File: src/rtl/i2a_pkg.sv
// Shared types, constants and helpers for the integer to radix ASCII unit.
// No dependencies; every other file in rtl except i2a_ram imports this package.
package i2a_pkg;

	localparam int VALUE_WIDTH = 64;
	localparam int IN_BITS     = 64;
	localparam int MAX_DIGITS  = VALUE_WIDTH;
	localparam int BIT_CNT_W   = $clog2(VALUE_WIDTH);
	localparam int CNT_W       = $clog2(MAX_DIGITS + 1);
	localparam int ADDR_W      = $clog2(MAX_DIGITS);

	localparam int RADIX_BITS  = 6;
	localparam int CHAR_BITS   = 8;
	localparam int CFG_ADDR_W  = 4;
	localparam int CFG_DATA_W  = 32;

	localparam logic [RADIX_BITS-1:0] RADIX_MIN   = 6'd2;
	localparam logic [RADIX_BITS-1:0] RADIX_MAX   = 6'd36;
	localparam logic [RADIX_BITS-1:0] RADIX_RESET = 6'd10;
	localparam logic [CHAR_BITS-1:0]  LETTER_RESET = 8'd97;
	localparam logic [CHAR_BITS-1:0]  DEC_BASE    = 8'd10;
	localparam logic [CHAR_BITS-1:0]  ASCII_ZERO  = 8'h30;
	localparam logic [CHAR_BITS-1:0]  ASCII_MINUS = 8'h2d;

	localparam logic [1:0] REG_RADIX       = 2'd0;
	localparam logic [1:0] REG_SIGNED_MODE = 2'd1;
	localparam logic [1:0] REG_LETTER_BASE = 2'd2;

	typedef enum logic [2:0] {
		ST_IDLE,
		ST_BAD,
		ST_DIV,
		ST_RD,
		ST_EMIT
	} state_t;

	typedef struct packed {
		logic [RADIX_BITS-1:0] radix;
		logic                  signed_mode;
		logic [CHAR_BITS-1:0]  letter_base;
	} cfg_t;

	typedef struct packed {
		logic                  done;
		logic                  quo_nz;
		logic [RADIX_BITS-1:0] rem;
	} div_stat_t;

	function automatic logic [CHAR_BITS-1:0] digit_to_ascii(
		input logic [RADIX_BITS-1:0] d,
		input logic [CHAR_BITS-1:0]  lb
	);
		logic [CHAR_BITS-1:0] d8;
		d8 = {{(CHAR_BITS-RADIX_BITS){1'b0}}, d};
		if (d8 < DEC_BASE) begin
			return d8 + ASCII_ZERO;
		end
		return lb + d8 - DEC_BASE;
	endfunction

endpackage

File: src/rtl/i2a_in_if.sv
// Input channel of the conversion unit: one raw value per transfer.
// Depends on i2a_pkg.
interface i2a_in_if import i2a_pkg::*; ();
	logic               valid;
	logic               ready;
	logic [IN_BITS-1:0] value;

	modport source(output valid, output value, input ready);
	modport sink(input valid, input value, output ready);
endinterface

File: src/rtl/i2a_out_if.sv
// Output channel of the conversion unit: one ASCII digit and its flags per transfer.
// Depends on i2a_pkg.
interface i2a_out_if import i2a_pkg::*; ();
	logic                 valid;
	logic                 ready;
	logic [CHAR_BITS-1:0] digit_char;
	logic                 negative;
	logic                 bad_radix;
	logic                 last;

	modport source(output valid, output digit_char, output negative, output bad_radix,
		output last, input ready);
	modport sink(input valid, input digit_char, input negative, input bad_radix,
		input last, output ready);
endinterface

File: src/rtl/i2a_ram.sv
// Generic single write port, single read port RAM with registered read data.
// No dependencies.
module i2a_ram #(
	parameter int WIDTH = 6,
	parameter int DEPTH = 64
) (
	input  logic                     clk,
	input  logic                     we,
	input  logic [$clog2(DEPTH)-1:0] waddr,
	input  logic [WIDTH-1:0]         wdata,
	input  logic                     re,
	input  logic [$clog2(DEPTH)-1:0] raddr,
	output logic [WIDTH-1:0]         rdata
);

	logic [WIDTH-1:0] mem_q [DEPTH];
	logic [WIDTH-1:0] rdata_q;

	always_ff @(posedge clk) begin
		if (we) begin
			mem_q[waddr] <= wdata;
		end
		if (re) begin
			rdata_q <= mem_q[raddr];
		end
	end

	assign rdata = rdata_q;

endmodule

File: src/rtl/i2a_cfg_regs.sv
// APB-style configuration registers: radix, signed mode and letter base.
// Depends on i2a_pkg.
module i2a_cfg_regs import i2a_pkg::*; (
	input  logic                  clk,
	input  logic                  arst_n,
	input  logic                  psel,
	input  logic                  penable,
	input  logic                  pwrite,
	input  logic [CFG_ADDR_W-1:0] paddr,
	input  logic [CFG_DATA_W-1:0] pwdata,
	output logic [CFG_DATA_W-1:0] prdata,
	output logic                  pready,
	output cfg_t                  cfg
);

	cfg_t       cfg_q;
	logic       wr_en;
	logic [1:0] reg_idx;

	assign pready  = 1'b1;
	assign reg_idx = paddr[3:2];
	assign wr_en   = psel && penable && pwrite;

	always_ff @(posedge clk or negedge arst_n) begin
		if (!arst_n) begin
			cfg_q.radix       <= RADIX_RESET;
			cfg_q.signed_mode <= 1'b1;
			cfg_q.letter_base <= LETTER_RESET;
		end else if (wr_en) begin
			case (reg_idx)
				REG_RADIX:       cfg_q.radix       <= pwdata[RADIX_BITS-1:0];
				REG_SIGNED_MODE: cfg_q.signed_mode <= pwdata[0];
				REG_LETTER_BASE: cfg_q.letter_base <= pwdata[CHAR_BITS-1:0];
				default: ;
			endcase
		end
	end

	always_comb begin
		case (reg_idx)
			REG_RADIX:       prdata = {{(CFG_DATA_W-RADIX_BITS){1'b0}}, cfg_q.radix};
			REG_SIGNED_MODE: prdata = {{(CFG_DATA_W-1){1'b0}}, cfg_q.signed_mode};
			REG_LETTER_BASE: prdata = {{(CFG_DATA_W-CHAR_BITS){1'b0}}, cfg_q.letter_base};
			default:         prdata = '0;
		endcase
	end

	assign cfg = cfg_q;

endmodule

File: src/rtl/i2a_divider.sv
// Bit-serial restoring divider: one quotient bit per cycle, remainder in a narrow register.
// Depends on i2a_pkg.
module i2a_divider import i2a_pkg::*; (
	input  logic                   clk,
	input  logic                   arst_n,
	input  logic                   load,
	input  logic [VALUE_WIDTH-1:0] load_value,
	input  logic                   cont,
	input  logic [RADIX_BITS-1:0]  radix,
	output div_stat_t              stat
);

	logic [VALUE_WIDTH-1:0] quo_q;
	logic [RADIX_BITS-1:0]  rem_q;
	logic [BIT_CNT_W-1:0]   bit_cnt_q;
	logic                   run_q;
	logic                   done_q;
	logic                   nz_q;

	logic [RADIX_BITS:0]    trial;
	logic [RADIX_BITS:0]    diff;
	logic                   ge;
	logic                   last_bit;

	// Shift the next dividend bit into the partial remainder and try the subtract.
	assign trial    = {rem_q, quo_q[VALUE_WIDTH-1]};
	assign ge       = trial >= {1'b0, radix};
	assign diff     = trial - {1'b0, radix};
	assign last_bit = bit_cnt_q == BIT_CNT_W'(VALUE_WIDTH - 1);

	always_ff @(posedge clk or negedge arst_n) begin
		if (!arst_n) begin
			run_q     <= 1'b0;
			done_q    <= 1'b0;
			nz_q      <= 1'b0;
			bit_cnt_q <= '0;
		end else begin
			done_q <= run_q && last_bit;
			if (load || cont) begin
				run_q     <= 1'b1;
				nz_q      <= 1'b0;
				bit_cnt_q <= '0;
			end else if (run_q) begin
				nz_q      <= nz_q | ge;
				bit_cnt_q <= bit_cnt_q + BIT_CNT_W'(1);
				if (last_bit) begin
					run_q <= 1'b0;
				end
			end
		end
	end

	always_ff @(posedge clk) begin
		if (load) begin
			quo_q <= load_value;
			rem_q <= '0;
		end else if (cont) begin
			rem_q <= '0;
		end else if (run_q) begin
			quo_q <= {quo_q[VALUE_WIDTH-2:0], ge};
			rem_q <= ge ? diff[RADIX_BITS-1:0] : trial[RADIX_BITS-1:0];
		end
	end

	assign stat.done   = done_q;
	assign stat.quo_nz = nz_q;
	assign stat.rem    = rem_q;

endmodule

File: src/rtl/int64_to_radix_ascii_unit.sv
// Top level of the integer to radix ASCII unit: sequencer, digit store and output register.
// Depends on i2a_pkg, i2a_in_if, i2a_out_if, i2a_ram, i2a_cfg_regs and i2a_divider.
//
// Converts one 64-bit value per input transfer into ASCII digits in the configured radix
// (2 to 36), most significant digit first, one digit per output transfer; last marks the
// final digit and negative is set on every digit of a value that was negative in signed
// mode. An out-of-range radix gives a single transfer with bad_radix and last set. Digits
// are produced least significant first by a bit-serial divider that retires one quotient
// bit per cycle, and are parked in a 64-entry digit RAM; readout then alternates a read
// state and an emit state per digit through the registered RAM port. The next value is
// accepted as soon as the last digit sits in the output register.
module int64_to_radix_ascii_unit import i2a_pkg::*; (
	input  logic                  clk,
	input  logic                  arst_n,
	i2a_in_if.sink                in_ch,
	i2a_out_if.source             out_ch,
	input  logic                  psel,
	input  logic                  penable,
	input  logic                  pwrite,
	input  logic [CFG_ADDR_W-1:0] paddr,
	input  logic [CFG_DATA_W-1:0] pwdata,
	output logic [CFG_DATA_W-1:0] prdata,
	output logic                  pready
);

	cfg_t                    cfg;
	div_stat_t               div_stat;
	state_t                  state_q, state_d;

	logic [VALUE_WIDTH-1:0]  in_val;
	logic [VALUE_WIDTH-1:0]  in_mag;
	logic                    in_neg;
	logic                    radix_bad;
	logic                    slot_free;
	logic                    more_digits;

	logic                    div_load, div_cont, ram_we, ram_re, out_load;
	logic [CNT_W-1:0]        cnt_q;
	logic                    neg_q;
	logic [RADIX_BITS-1:0]   ram_rdata;
	logic [ADDR_W-1:0]       ram_raddr;

	logic                    out_valid_q;
	logic [CHAR_BITS-1:0]    out_char_q;
	logic                    out_neg_q;
	logic                    out_bad_q;
	logic                    out_last_q;

	i2a_cfg_regs u_cfg (
		.clk     (clk),
		.arst_n  (arst_n),
		.psel    (psel),
		.penable (penable),
		.pwrite  (pwrite),
		.paddr   (paddr),
		.pwdata  (pwdata),
		.prdata  (prdata),
		.pready  (pready),
		.cfg     (cfg)
	);

	assign in_val    = in_ch.value[VALUE_WIDTH-1:0];
	assign in_neg    = cfg.signed_mode && in_val[VALUE_WIDTH-1];
	assign in_mag    = in_neg ? (~in_val + VALUE_WIDTH'(1)) : in_val;
	assign radix_bad = (cfg.radix < RADIX_MIN) || (cfg.radix > RADIX_MAX);

	i2a_divider u_div (
		.clk        (clk),
		.arst_n     (arst_n),
		.load       (div_load),
		.load_value (in_mag),
		.cont       (div_cont),
		.radix      (cfg.radix),
		.stat       (div_stat)
	);

	assign ram_raddr = ADDR_W'(cnt_q - CNT_W'(1));

	i2a_ram #(
		.WIDTH (RADIX_BITS),
		.DEPTH (MAX_DIGITS)
	) u_digits (
		.clk   (clk),
		.we    (ram_we),
		.waddr (cnt_q[ADDR_W-1:0]),
		.wdata (div_stat.rem),
		.re    (ram_re),
		.raddr (ram_raddr),
		.rdata (ram_rdata)
	);

	assign slot_free   = !out_valid_q || out_ch.ready;
	assign more_digits = div_stat.quo_nz && ((cnt_q + CNT_W'(1)) < CNT_W'(MAX_DIGITS));

	always_comb begin
		state_d = state_q;
		case (state_q)
			ST_IDLE: begin
				if (in_ch.valid) begin
					state_d = radix_bad ? ST_BAD : ST_DIV;
				end
			end
			ST_BAD: begin
				if (slot_free) begin
					state_d = ST_IDLE;
				end
			end
			ST_DIV: begin
				if (div_stat.done && !more_digits) begin
					state_d = ST_RD;
				end
			end
			ST_RD: begin
				state_d = ST_EMIT;
			end
			ST_EMIT: begin
				if (slot_free) begin
					state_d = (cnt_q == CNT_W'(1)) ? ST_IDLE : ST_RD;
				end
			end
			default: state_d = ST_IDLE;
		endcase
	end

	always_comb begin
		in_ch.ready = 1'b0;
		div_load    = 1'b0;
		div_cont    = 1'b0;
		ram_we      = 1'b0;
		ram_re      = 1'b0;
		out_load    = 1'b0;
		case (state_q)
			ST_IDLE: begin
				in_ch.ready = 1'b1;
				div_load    = in_ch.valid && !radix_bad;
			end
			ST_BAD: begin
				out_load = slot_free;
			end
			ST_DIV: begin
				ram_we   = div_stat.done;
				div_cont = div_stat.done && more_digits;
			end
			ST_RD: begin
				ram_re = 1'b1;
			end
			ST_EMIT: begin
				out_load = slot_free;
			end
			default: ;
		endcase
	end

	always_ff @(posedge clk or negedge arst_n) begin
		if (!arst_n) begin
			state_q     <= ST_IDLE;
			cnt_q       <= '0;
			out_valid_q <= 1'b0;
		end else begin
			state_q <= state_d;
			// Count up while storing digits, then count down while emitting them.
			if (div_load) begin
				cnt_q <= '0;
			end else if (ram_we) begin
				cnt_q <= cnt_q + CNT_W'(1);
			end else if (out_load && state_q == ST_EMIT) begin
				cnt_q <= cnt_q - CNT_W'(1);
			end
			if (out_load) begin
				out_valid_q <= 1'b1;
			end else if (out_ch.ready) begin
				out_valid_q <= 1'b0;
			end
		end
	end

	always_ff @(posedge clk) begin
		if (div_load) begin
			neg_q <= in_neg;
		end
		if (out_load) begin
			if (state_q == ST_BAD) begin
				out_char_q <= '0;
				out_neg_q  <= 1'b0;
				out_bad_q  <= 1'b1;
				out_last_q <= 1'b1;
			end else begin
				out_char_q <= digit_to_ascii(ram_rdata, cfg.letter_base);
				out_neg_q  <= neg_q;
				out_bad_q  <= 1'b0;
				out_last_q <= cnt_q == CNT_W'(1);
			end
		end
	end

	assign out_ch.valid      = out_valid_q;
	assign out_ch.digit_char = out_char_q;
	assign out_ch.negative   = out_neg_q;
	assign out_ch.bad_radix  = out_bad_q;
	assign out_ch.last       = out_last_q;

	a_we_in_div: assert property (@(posedge clk) disable iff (!arst_n)
		ram_we |-> state_q == ST_DIV)
		else $error("digit RAM written outside the divide phase");

	a_cnt_bound: assert property (@(posedge clk) disable iff (!arst_n)
		cnt_q <= CNT_W'(MAX_DIGITS))
		else $error("digit count past the store depth");

	a_bad_is_last: assert property (@(posedge clk) disable iff (!arst_n)
		out_valid_q && out_bad_q |-> out_last_q)
		else $error("bad radix result without last");

	a_emit_nonzero: assert property (@(posedge clk) disable iff (!arst_n)
		(state_q == ST_RD || state_q == ST_EMIT) |-> cnt_q != '0)
		else $error("readout with an empty digit store");

	a_done_in_div: assert property (@(posedge clk) disable iff (!arst_n)
		div_stat.done |-> state_q == ST_DIV)
		else $error("divider finished outside the divide phase");

endmodule

File: src/flat_wrapper.sv
// flat-port wrapper written by rule: the top's interface ports become plain ports
module int64_to_radix_ascii_unit_flat import i2a_pkg::*;
  (clk, arst_n, psel, penable, pwrite, paddr, pwdata, prdata, pready, in_ch_valid, in_ch_value, in_ch_ready, out_ch_valid, out_ch_digit_char, out_ch_negative, out_ch_bad_radix, out_ch_last, out_ch_ready);
  i2a_in_if in_ch_i ();
  i2a_out_if out_ch_i ();
  input  logic clk;
  input  logic arst_n;
  input  logic psel;
  input  logic penable;
  input  logic pwrite;
  input  logic [CFG_ADDR_W-1:0] paddr;
  input  logic [CFG_DATA_W-1:0] pwdata;
  output logic [CFG_DATA_W-1:0] prdata;
  output logic pready;
  input wire logic [$bits(in_ch_i.valid)-1:0] in_ch_valid;
  input wire logic [$bits(in_ch_i.value)-1:0] in_ch_value;
  output wire logic [$bits(in_ch_i.ready)-1:0] in_ch_ready;
  output wire logic [$bits(out_ch_i.valid)-1:0] out_ch_valid;
  output wire logic [$bits(out_ch_i.digit_char)-1:0] out_ch_digit_char;
  output wire logic [$bits(out_ch_i.negative)-1:0] out_ch_negative;
  output wire logic [$bits(out_ch_i.bad_radix)-1:0] out_ch_bad_radix;
  output wire logic [$bits(out_ch_i.last)-1:0] out_ch_last;
  input wire logic [$bits(out_ch_i.ready)-1:0] out_ch_ready;
  assign in_ch_i.valid = in_ch_valid;
  assign in_ch_i.value = in_ch_value;
  assign in_ch_ready = in_ch_i.ready;
  assign out_ch_valid = out_ch_i.valid;
  assign out_ch_digit_char = out_ch_i.digit_char;
  assign out_ch_negative = out_ch_i.negative;
  assign out_ch_bad_radix = out_ch_i.bad_radix;
  assign out_ch_last = out_ch_i.last;
  assign out_ch_i.ready = out_ch_ready;
  int64_to_radix_ascii_unit u_core (.clk(clk), .arst_n(arst_n), .in_ch(in_ch_i), .out_ch(out_ch_i), .psel(psel), .penable(penable), .pwrite(pwrite), .paddr(paddr), .pwdata(pwdata), .prdata(prdata), .pready(pready));
endmodule
File: config.mk
export PLATFORM = sky130hd
export DESIGN_NAME = int64_to_radix_ascii_unit_flat
export DESIGN_NICKNAME = d
export VERILOG_FILES = /design/src/rtl/i2a_pkg.sv /design/src/rtl/i2a_in_if.sv /design/src/rtl/i2a_out_if.sv /design/src/rtl/i2a_ram.sv /design/src/rtl/i2a_cfg_regs.sv /design/src/rtl/i2a_divider.sv /design/src/rtl/int64_to_radix_ascii_unit.sv /design/src/flat_wrapper.sv
export SDC_FILE = /design/constraint.sdc
export NUM_CORES = 1
export LEC_CHECK = 0
export ABC_CLOCK_PERIOD_IN_PS = 3800
export BUFFER_PORTS_ARGS = -buffer_cell sky130_fd_sc_hd__buf_4
export CORE_MARGIN = 1.5
export CORE_UTILIZATION = 40
export DETAILED_ROUTE_END_ITERATION = 8
export PLACE_DENSITY_LB_ADDON = 0.08
export REMOVE_ABC_BUFFERS = 1
export SYNTH_ARGS = -nofsm -noshare
export SYNTH_HDL_FRONTEND = slang
export SYNTH_SLANG_ARGS = --single-unit
File: constraint.sdc
create_clock -name clk -period 3.8 [get_ports clk]
set_clock_uncertainty 0.1 [all_clocks]
set_input_delay 0 -clock clk [delete_from_list [all_inputs] [get_ports clk]]
set_output_delay 0 -clock clk [all_outputs]
set_load 0.01 [all_outputs]
==> Yosys cells after proc, flatten, opt, wreduce, memory -nomap -nowiden <==
Memories as Yosys holds them, arrays and structs flattened. A register that Yosys moved wholly into a read port is not among the register bits.
Cells that the tools add are included.
{ "totals": {"register_bits": 117, "ramBits": 384, "input_bits": 107, "output_inout_bits": 46, "word_cells": 113, "memories": 1} }
{ "op_classes": {"n_addsub": 8, "magnitude_cmp": 5, "eq_ne": 13, "mux": 39, "bitwise_logic": 2, "reduce_logical": 28} }
{ "mem_list": {"columns": ["name", "words", "width", "read_ports", "rd_clocked_by_memory_dff", "write_ports", "line", "rtl"], "rows": [
  ["u_core.u_digits.mem_q", 64, 6, 1, 1, 1, "i2a_ram.sv:16", "logic [WIDTH-1:0] mem_q [DEPTH];"]
]} }
{ "op_table": {"columns": ["op", "n"], "rows": [
  ["$mux 64", 4],
  ["$add 64x1->64 const B", 1],
  ["$not 64->64", 1],
  ["$pmux 8 s3", 1],
  ["$mux 7", 3],
  ["$mux 1", 19],
  ["$mux 6", 3],
  ["$mux 8", 2],
  ["$pmux 3 s5", 1],
  ["$mux 3", 4],
  ["$logic_and 1x1->1", 9],
  ["$add 8x6->8", 1],
  ["$reduce_and 2->1", 4],
  ["$sub 8x4->8 const B", 1],
  ["$add 6x6->7 const B", 1],
  ["$add 7x1->7 const B", 1],
  ["$eq 7x1->1 const B", 1],
  ["$ge 7x6->1", 1],
  ["$lt 7x7->1 const B", 1],
  ["$sub 7x1->7 const B", 1],
  ["$add 6x1->6 const B", 1],
  ["$eq 3x2->1 const B", 2],
  ["$eq 6x6->1 const B", 1],
  ["$gt 6x6->1 const B", 1],
  ["19 further kinds", 30]
]} }

==> Logic depth before layout (Yosys ltp) <==
{ "depth": {"ltp_word": 7, "depth_mapped": 13, "ltp_nobuf": 12} }

==> By module <==
A second synthesis with hierarchy kept.
{ "hier_totals": {"hier_cells": 1460, "hier_area_um2": 23100.9} }
{ "modules_own_cells": {"columns": ["mod", "instances", "cells_per_inst", "area_each_um2", "seq_area_each_um2"], "rows": [
  ["i2a_ram", 1, 720, 15285.9, 11711.2],
  ["i2a_divider", 1, 243, 3636.0, 2267.2],
  ["int64_to_radix_ascii_unit", 1, 419, 3258.1, 635.6],
  ["i2a_cfg_regs", 1, 78, 920.9, 382.9]
]} }

==> Worst setup path after synthesis <==
Ideal clock, no wire load.
{ "synth_timing": {"path_type": "reg2reg", "from": "reg u_core.cnt_q[0]", "to": "reg u_core.u_digits.rdata_q[0] (netlist: u_core.u_digits.rdata[0]) (read register of u_core.u_digits.mem_q), data pin", "setup_ps": 264, "arrival_ps": 3293, "required_ps": 3436, "setup_slack_ps": 143, "path_stages_with_launch": 14, "n_path_buf": 6, "period_less_slack_ps": 3657, "cell_sequence": "dfrtp_1 buf_2 buf_2 buf_1 inv_1 ha_1 clkbuf_1 clkbuf_1 clkbuf_1 mux4_2 nand2_1 nand3_1 a32oi_1 o21ai_0"} }
{ "synth_between": {"elab_chain_len": 1} }
{ "synth_lines": {"columns": ["item", "line", "rtl"], "rows": [
  ["start: declaration", "int64_to_radix_ascii_unit.sv:38", "logic [CNT_W-1:0] cnt_q;"],
  ["start signal: assignment", "int64_to_radix_ascii_unit.sv:165", "cnt_q <= cnt_q + CNT_W'(1);"],
  ["start signal: assignment", "int64_to_radix_ascii_unit.sv:167", "cnt_q <= cnt_q - CNT_W'(1);"],
  ["$sub 7x1->7", "int64_to_radix_ascii_unit.sv:77", "assign ram_raddr = ADDR_W'(cnt_q - CNT_W'(1));"],
  ["end: declaration", "i2a_ram.sv:17", "logic [WIDTH-1:0] rdata_q;"]
]} }
Every way passes these cells.
A chain may end at the register's enable or synchronous reset.

==> Worst setup path after layout <==
{ "layout_timing": {"from": "reg u_core.state_q[1]", "to": "reg u_core.u_div.quo_q[52], data pin"} }
{ "layout_between": {"elab_chain_len": 3} }
{ "layout_lines": {"columns": ["item", "line", "rtl"], "rows": [
  ["start: declaration", "int64_to_radix_ascii_unit.sv:28", "state_t state_q, state_d;"],
  ["start signal: assignment", "int64_to_radix_ascii_unit.sv:160", "state_q <= state_d;"],
  ["$logic_not 3->1", "int64_to_radix_ascii_unit.sv:132", "case (state_q)"],
  ["$mux 1", "int64_to_radix_ascii_unit.sv:132", null],
  ["$mux 64", "i2a_divider.sv:54", "if (load) begin"],
  ["end signal: assignment", "i2a_divider.sv:55", "quo_q <= load_value;"],
  ["end signal: assignment", "i2a_divider.sv:60", "quo_q <= {quo_q[VALUE_WIDTH-2:0], ge};"],
  ["end: declaration", "i2a_divider.sv:13", "logic [VALUE_WIDTH-1:0] quo_q;"]
]} }
Every way passes these cells.

==> results.sh <==
export IMPL_drive_gt1_share_pct=19.9
export IMPL_grt_max_degree=73
export IMPL_multi_input_area_um2=7320
export IMPL_rr_worst_depth=8
export IMPL_rows=87
export IMPL_synth_edf_count=466
export IMPL_drv_cap=0
export IMPL_slew_headroom_pct=26.9
export IMPL_grt_pass1_vias=14200
export IMPL_p_sw_share_pct=33.7
export IMPL_hold_violations=0
export IMPL_final_cell_area_um2=27700
export IMPL_rsz0062_at_grt="no"
export IMPL_cts_resized=0
export IMPL_synth_seq_area_share_pct=65.5
export IMPL_fin_cells=2657
export IMPL_fp_dieW_um=242
export IMPL_drt_wl_total_mm=55.3
export IMPL_synth_compound_gate_area_share_pct=6.05
export IMPL_fp_dieH_um=242
export IMPL_avgViaCountPerCell=5.24
export IMPL_regArea_um2=15000
export IMPL_numCtsBuffers=55
export IMPL_clkTransAtPathRegs_ns=0.06
export IMPL_cp_num_buf_inv=3
export IMPL_tightest_slew_ns=1.09
export IMPL_fin_crit_sh_pct=94.6
export IMPL_dp_slack_ns=0.648
export IMPL_synth_distinct_cells=77
export IMPL_syn_area_um2=22900
export IMPL_port_buffers=101
export IMPL_grt_ovfl_total=0
export IMPL_grt_pass1_wl_mm=84.6
export IMPL_cts_tree="done"
export IMPL_antennaDiodeCount=0
export IMPL_synth_simple_area_share_pct=10.0
export IMPL_cts_root_buf="clkbuf_16"
export IMPL_crit_path_start_kind="flip-flop"
export IMPL_fin_crit_ns=3.59
export IMPL_path_max_fanout=72
export IMPL_p_clk_share_pct=26.1
export IMPL_synth_ff_type="edfxtp_1"
export IMPL_wl_per_cell_um=20.8
export IMPL_fin_nets=1993
export IMPL_gp_congestion=0.792
export IMPL_htreeDepth=2
export IMPL_dpl_hpwl_mm=34.2
export IMPL_yosysWarnings=0
export IMPL_p_switching_uw=6540
export IMPL_slowest_delay_ns=0.59
export IMPL_synthAdderAreaFrac_pct=1.54
export IMPL_ioPinCount=153
export IMPL_post_dp_cell_area_um2=24700
export IMPL_antenna_found_initial=0
export IMPL_min_path_type="input port to flip-flop"
export IMPL_worst_setup_path_end_kind="flip-flop"
export IMPL_drt_iter0_drc=1003
export IMPL_powerDensity_nw_per_um2=701
export IMPL_async_flop_share_pct=6.90
export IMPL_vias=13900
export IMPL_synth_top_family_by_area="multiplexers"
export IMPL_setup_ws_ns=0.205
export IMPL_insertion_delay_ns=0.61
export IMPL_dp_cells=2428
export IMPL_synth_seq_cells=507
export IMPL_r2r_end="u_core.u_div.quo_q[52]"
export IMPL_ant_nets=0
export IMPL_ctsLongestPathBuffers=3
export IMPL_hold_path_depth=3
export IMPL_fmax_mhz=278
export IMPL_min_from="pwdata[2]"
export IMPL_crit_slowest_cell="dlygate4sd3_1"
export IMPL_grt_usage_pct=18.8
export IMPL_crit_type="flip-flop to flip-flop"
export IMPL_syn_to_final_growth_pct=20.8
export IMPL_drc=0
export IMPL_slew_violations=0
export IMPL_cts_sinks=507
export IMPL_intPower_uw=12900
export IMPL_start_util_pct=40.5
export IMPL_synth_xor_area_share_pct=3.17
export IMPL_die_area_um2=58700
export IMPL_holdPathEnd="u_core.u_cfg.cfg[11]"
export IMPL_p_comb_share_pct=33.5
export IMPL_core_um2=56500
export IMPL_r2r_start="u_core.state_q[1]"
export IMPL_synthMuxAreaShare_pct=10.5
export IMPL_status="complete, no violations"
export IMPL_startpoint="u_core.state_q[1]"
export IMPL_setup_viol=0
export IMPL_peakVddDrop_mv=0.371
export IMPL_power_leakage_uw=0.00960
export IMPL_arrival_ns=3.84
export IMPL_path_cells="nor3_1 -> nand2_1 -> or3_4 -> buf_4 -> a211oi_1 -> dlygate4sd3_1 -> nand2_1 -> dlygate4sd3_1"
export IMPL_crit_family="buffers and inverters"
export IMPL_seq_power_share_pct=40.4
export IMPL_syn_area_per_cell_um2=14.2
export IMPL_drtPass1Iterations=5
export IMPL_nFillCells=4875
export IMPL_syn_inst=1612
export IMPL_crit_required_ns=4.04
export IMPL_rrSetupSlack_ns=0.21
==> through the flow <==
step           hold slack [ns]  TNS, ns  power (µW)  util, %
5_1_grt                 0.0889        0       20500     49.0
3_3_place_gp            -0.107        0       14200     43.6
4_1_cts                 0.0648        0       19600     49.0
2_1_floorplan           -0.396  -814.41       12000        -
6_report                0.0979        0       19400     49.0
3_5_place_dp           -0.0972        0       14300     43.6
==> power by group through the flow <==
stage	combinational (µW)	sequential [µW]	clock, µW
after floorplan	3740	8260	0
after global placement	6310	7940	0
after detailed placement	6390	7950	0
after CTS	6620	7840	5180
after global routing	7200	7900	5380
final	6510	7840	5060
==> state kept, by name, indices dropped and copies added, names as in the netlist <==
signal and count:
u_core.u_div.done_q 1, u_core.out_ch.last 1, u_core.u_div.run_q 1, u_core.u_div.quo_q 64
u_core.u_div.bit_cnt_q 6, u_core.u_digits.rdata 6, u_core.u_div.nz_q 1, u_core.out_ch.valid 1
u_core.u_digits.mem_q 384, u_core.out_ch.bad_radix 1, u_core.u_cfg.cfg 15, u_core.cnt_q 7
u_core.u_div.rem_q 6, u_core.out_ch.negative 1, u_core.state_q 3, u_core.out_ch.digit_char 8
u_core.neg_q 1
==> how the worst max path moves through the flow <==
| stage | slack [ns] | cells past startpoint | end |
|---|---|---|---|
| 6_report | 0.21 | 8 | u_core.u_div.quo_q[52] |
| 3_3_place_gp | 0.71 | 8 | u_core.u_digits.rdata[0] |
| 4_1_cts | 0.29 | 8 | u_core.u_div.quo_q[52] |
| 5_1_grt | 0.09 | 9 | u_core.u_div.quo_q[52] |
| 3_5_place_dp | 0.65 | 8 | u_core.u_digits.rdata[0] |
| 2_1_floorplan | -4.20 | 8 | u_core.u_digits.rdata[4] |
==> kinds of logic after synthesis <==
group,Yosys count
other,2
adder cells (fa/ha/maj),27
AND/OR/NAND/NOR,502
XOR/XNOR,83
flip-flops,507
AO/OA/AOI/OAI,212
buffers and inverters,159
multiplexers,120
==> timing repair <==
| item | CTS | global route |
|---|---|---|
| buffers inserted | 0 | 0 |
| endpoints found under the hold margin | 119 | 0 |
| hold buffers | 130 | 0 |
==> worst reg2reg max path, cell delays in order, from the launching register on <==
cell and delay [ns]:
dfrtp_1 0.50, nor3_1 0.41, nand2_1 0.10, or3_4 0.37, buf_4 0.33, a211oi_1 0.34, dlygate4sd3_1 0.59, nand2_1 0.06
dlygate4sd3_1 0.55
==> Yosys cell counts (14+ instances only) <==
| cell | n | share of area [%] |
|---|---|---|
| nor3_1 | 20 | 0.44 |
| nor2_1 | 170 | 2.8 |
| nand2_1 | 185 | 3.0 |
| inv_1 | 43 | 0.70 |
| xor2_1 | 54 | 2.1 |
| clkbuf_1 | 65 | 1.1 |
| xnor2_1 | 29 | 1.1 |
| ha_1 | 25 | 1.4 |
| a21oi_1 | 20 | 0.44 |
| buf_4 | 25 | 0.82 |
| mux4_2 | 96 | 9.4 |
| dfrtp_1 | 29 | 3.2 |
| edfxtp_1 | 466 | 61 |
| buf_2 | 14 | 0.31 |
| o21ai_0 | 87 | 1.9 |
| o31ai_1 | 17 | 0.56 |
| nand3_1 | 34 | 0.74 |
==> cell type report <==
cell class	instances	area share (%)
inverter	44	0.597
tap	756	3.42
clock inverter	26	0.706
sequential	507	54.3
multi-input combinational	969	26.5
timing repair buffer	282	9.14
clock buffer	73	5.41
==> metal layers <==
metal	part of all wire, %	wire [µm]	vias up	global-route usage [%]
met5	0	0	-	0
met4	1.9	1050	0	5.13
met3	4.5	2510	67	2.75
met2	47	26200	321	30.6
met1	46	25500	7012	26.5
li1	-	-	6513	-
==> cells in the final DEF, fill, tap and decap left out, drive strengths merged, types with 7 or more instances in the layout <==
| cell type | n |
|---|---|
| edfxtp | 466 |
| nand2 | 186 |
| nor2 | 170 |
| buf | 153 |
| dlygate4sd3 | 129 |
| o21ai | 100 |
| mux4 | 96 |
| clkbuf | 73 |
| xor2 | 54 |
| inv | 44 |
| nand3 | 34 |
| xnor2 | 29 |
| dfrtp | 29 |
| conb | 25 |
| ha | 25 |
| nor3 | 23 |
| clkinv | 22 |
| a21oi | 20 |
| o31ai | 19 |
| mux2i | 13 |
| a31oi | 13 |
| or3 | 13 |
| mux2 | 11 |
| nor2b | 9 |
| and3 | 9 |
| nand2b | 9 |
| or4 | 9 |
| nor4 | 9 |
| o41ai | 8 |
| a211oi | 7 |
| nand4 | 7 |
Power figures use the tool's default switching activity.
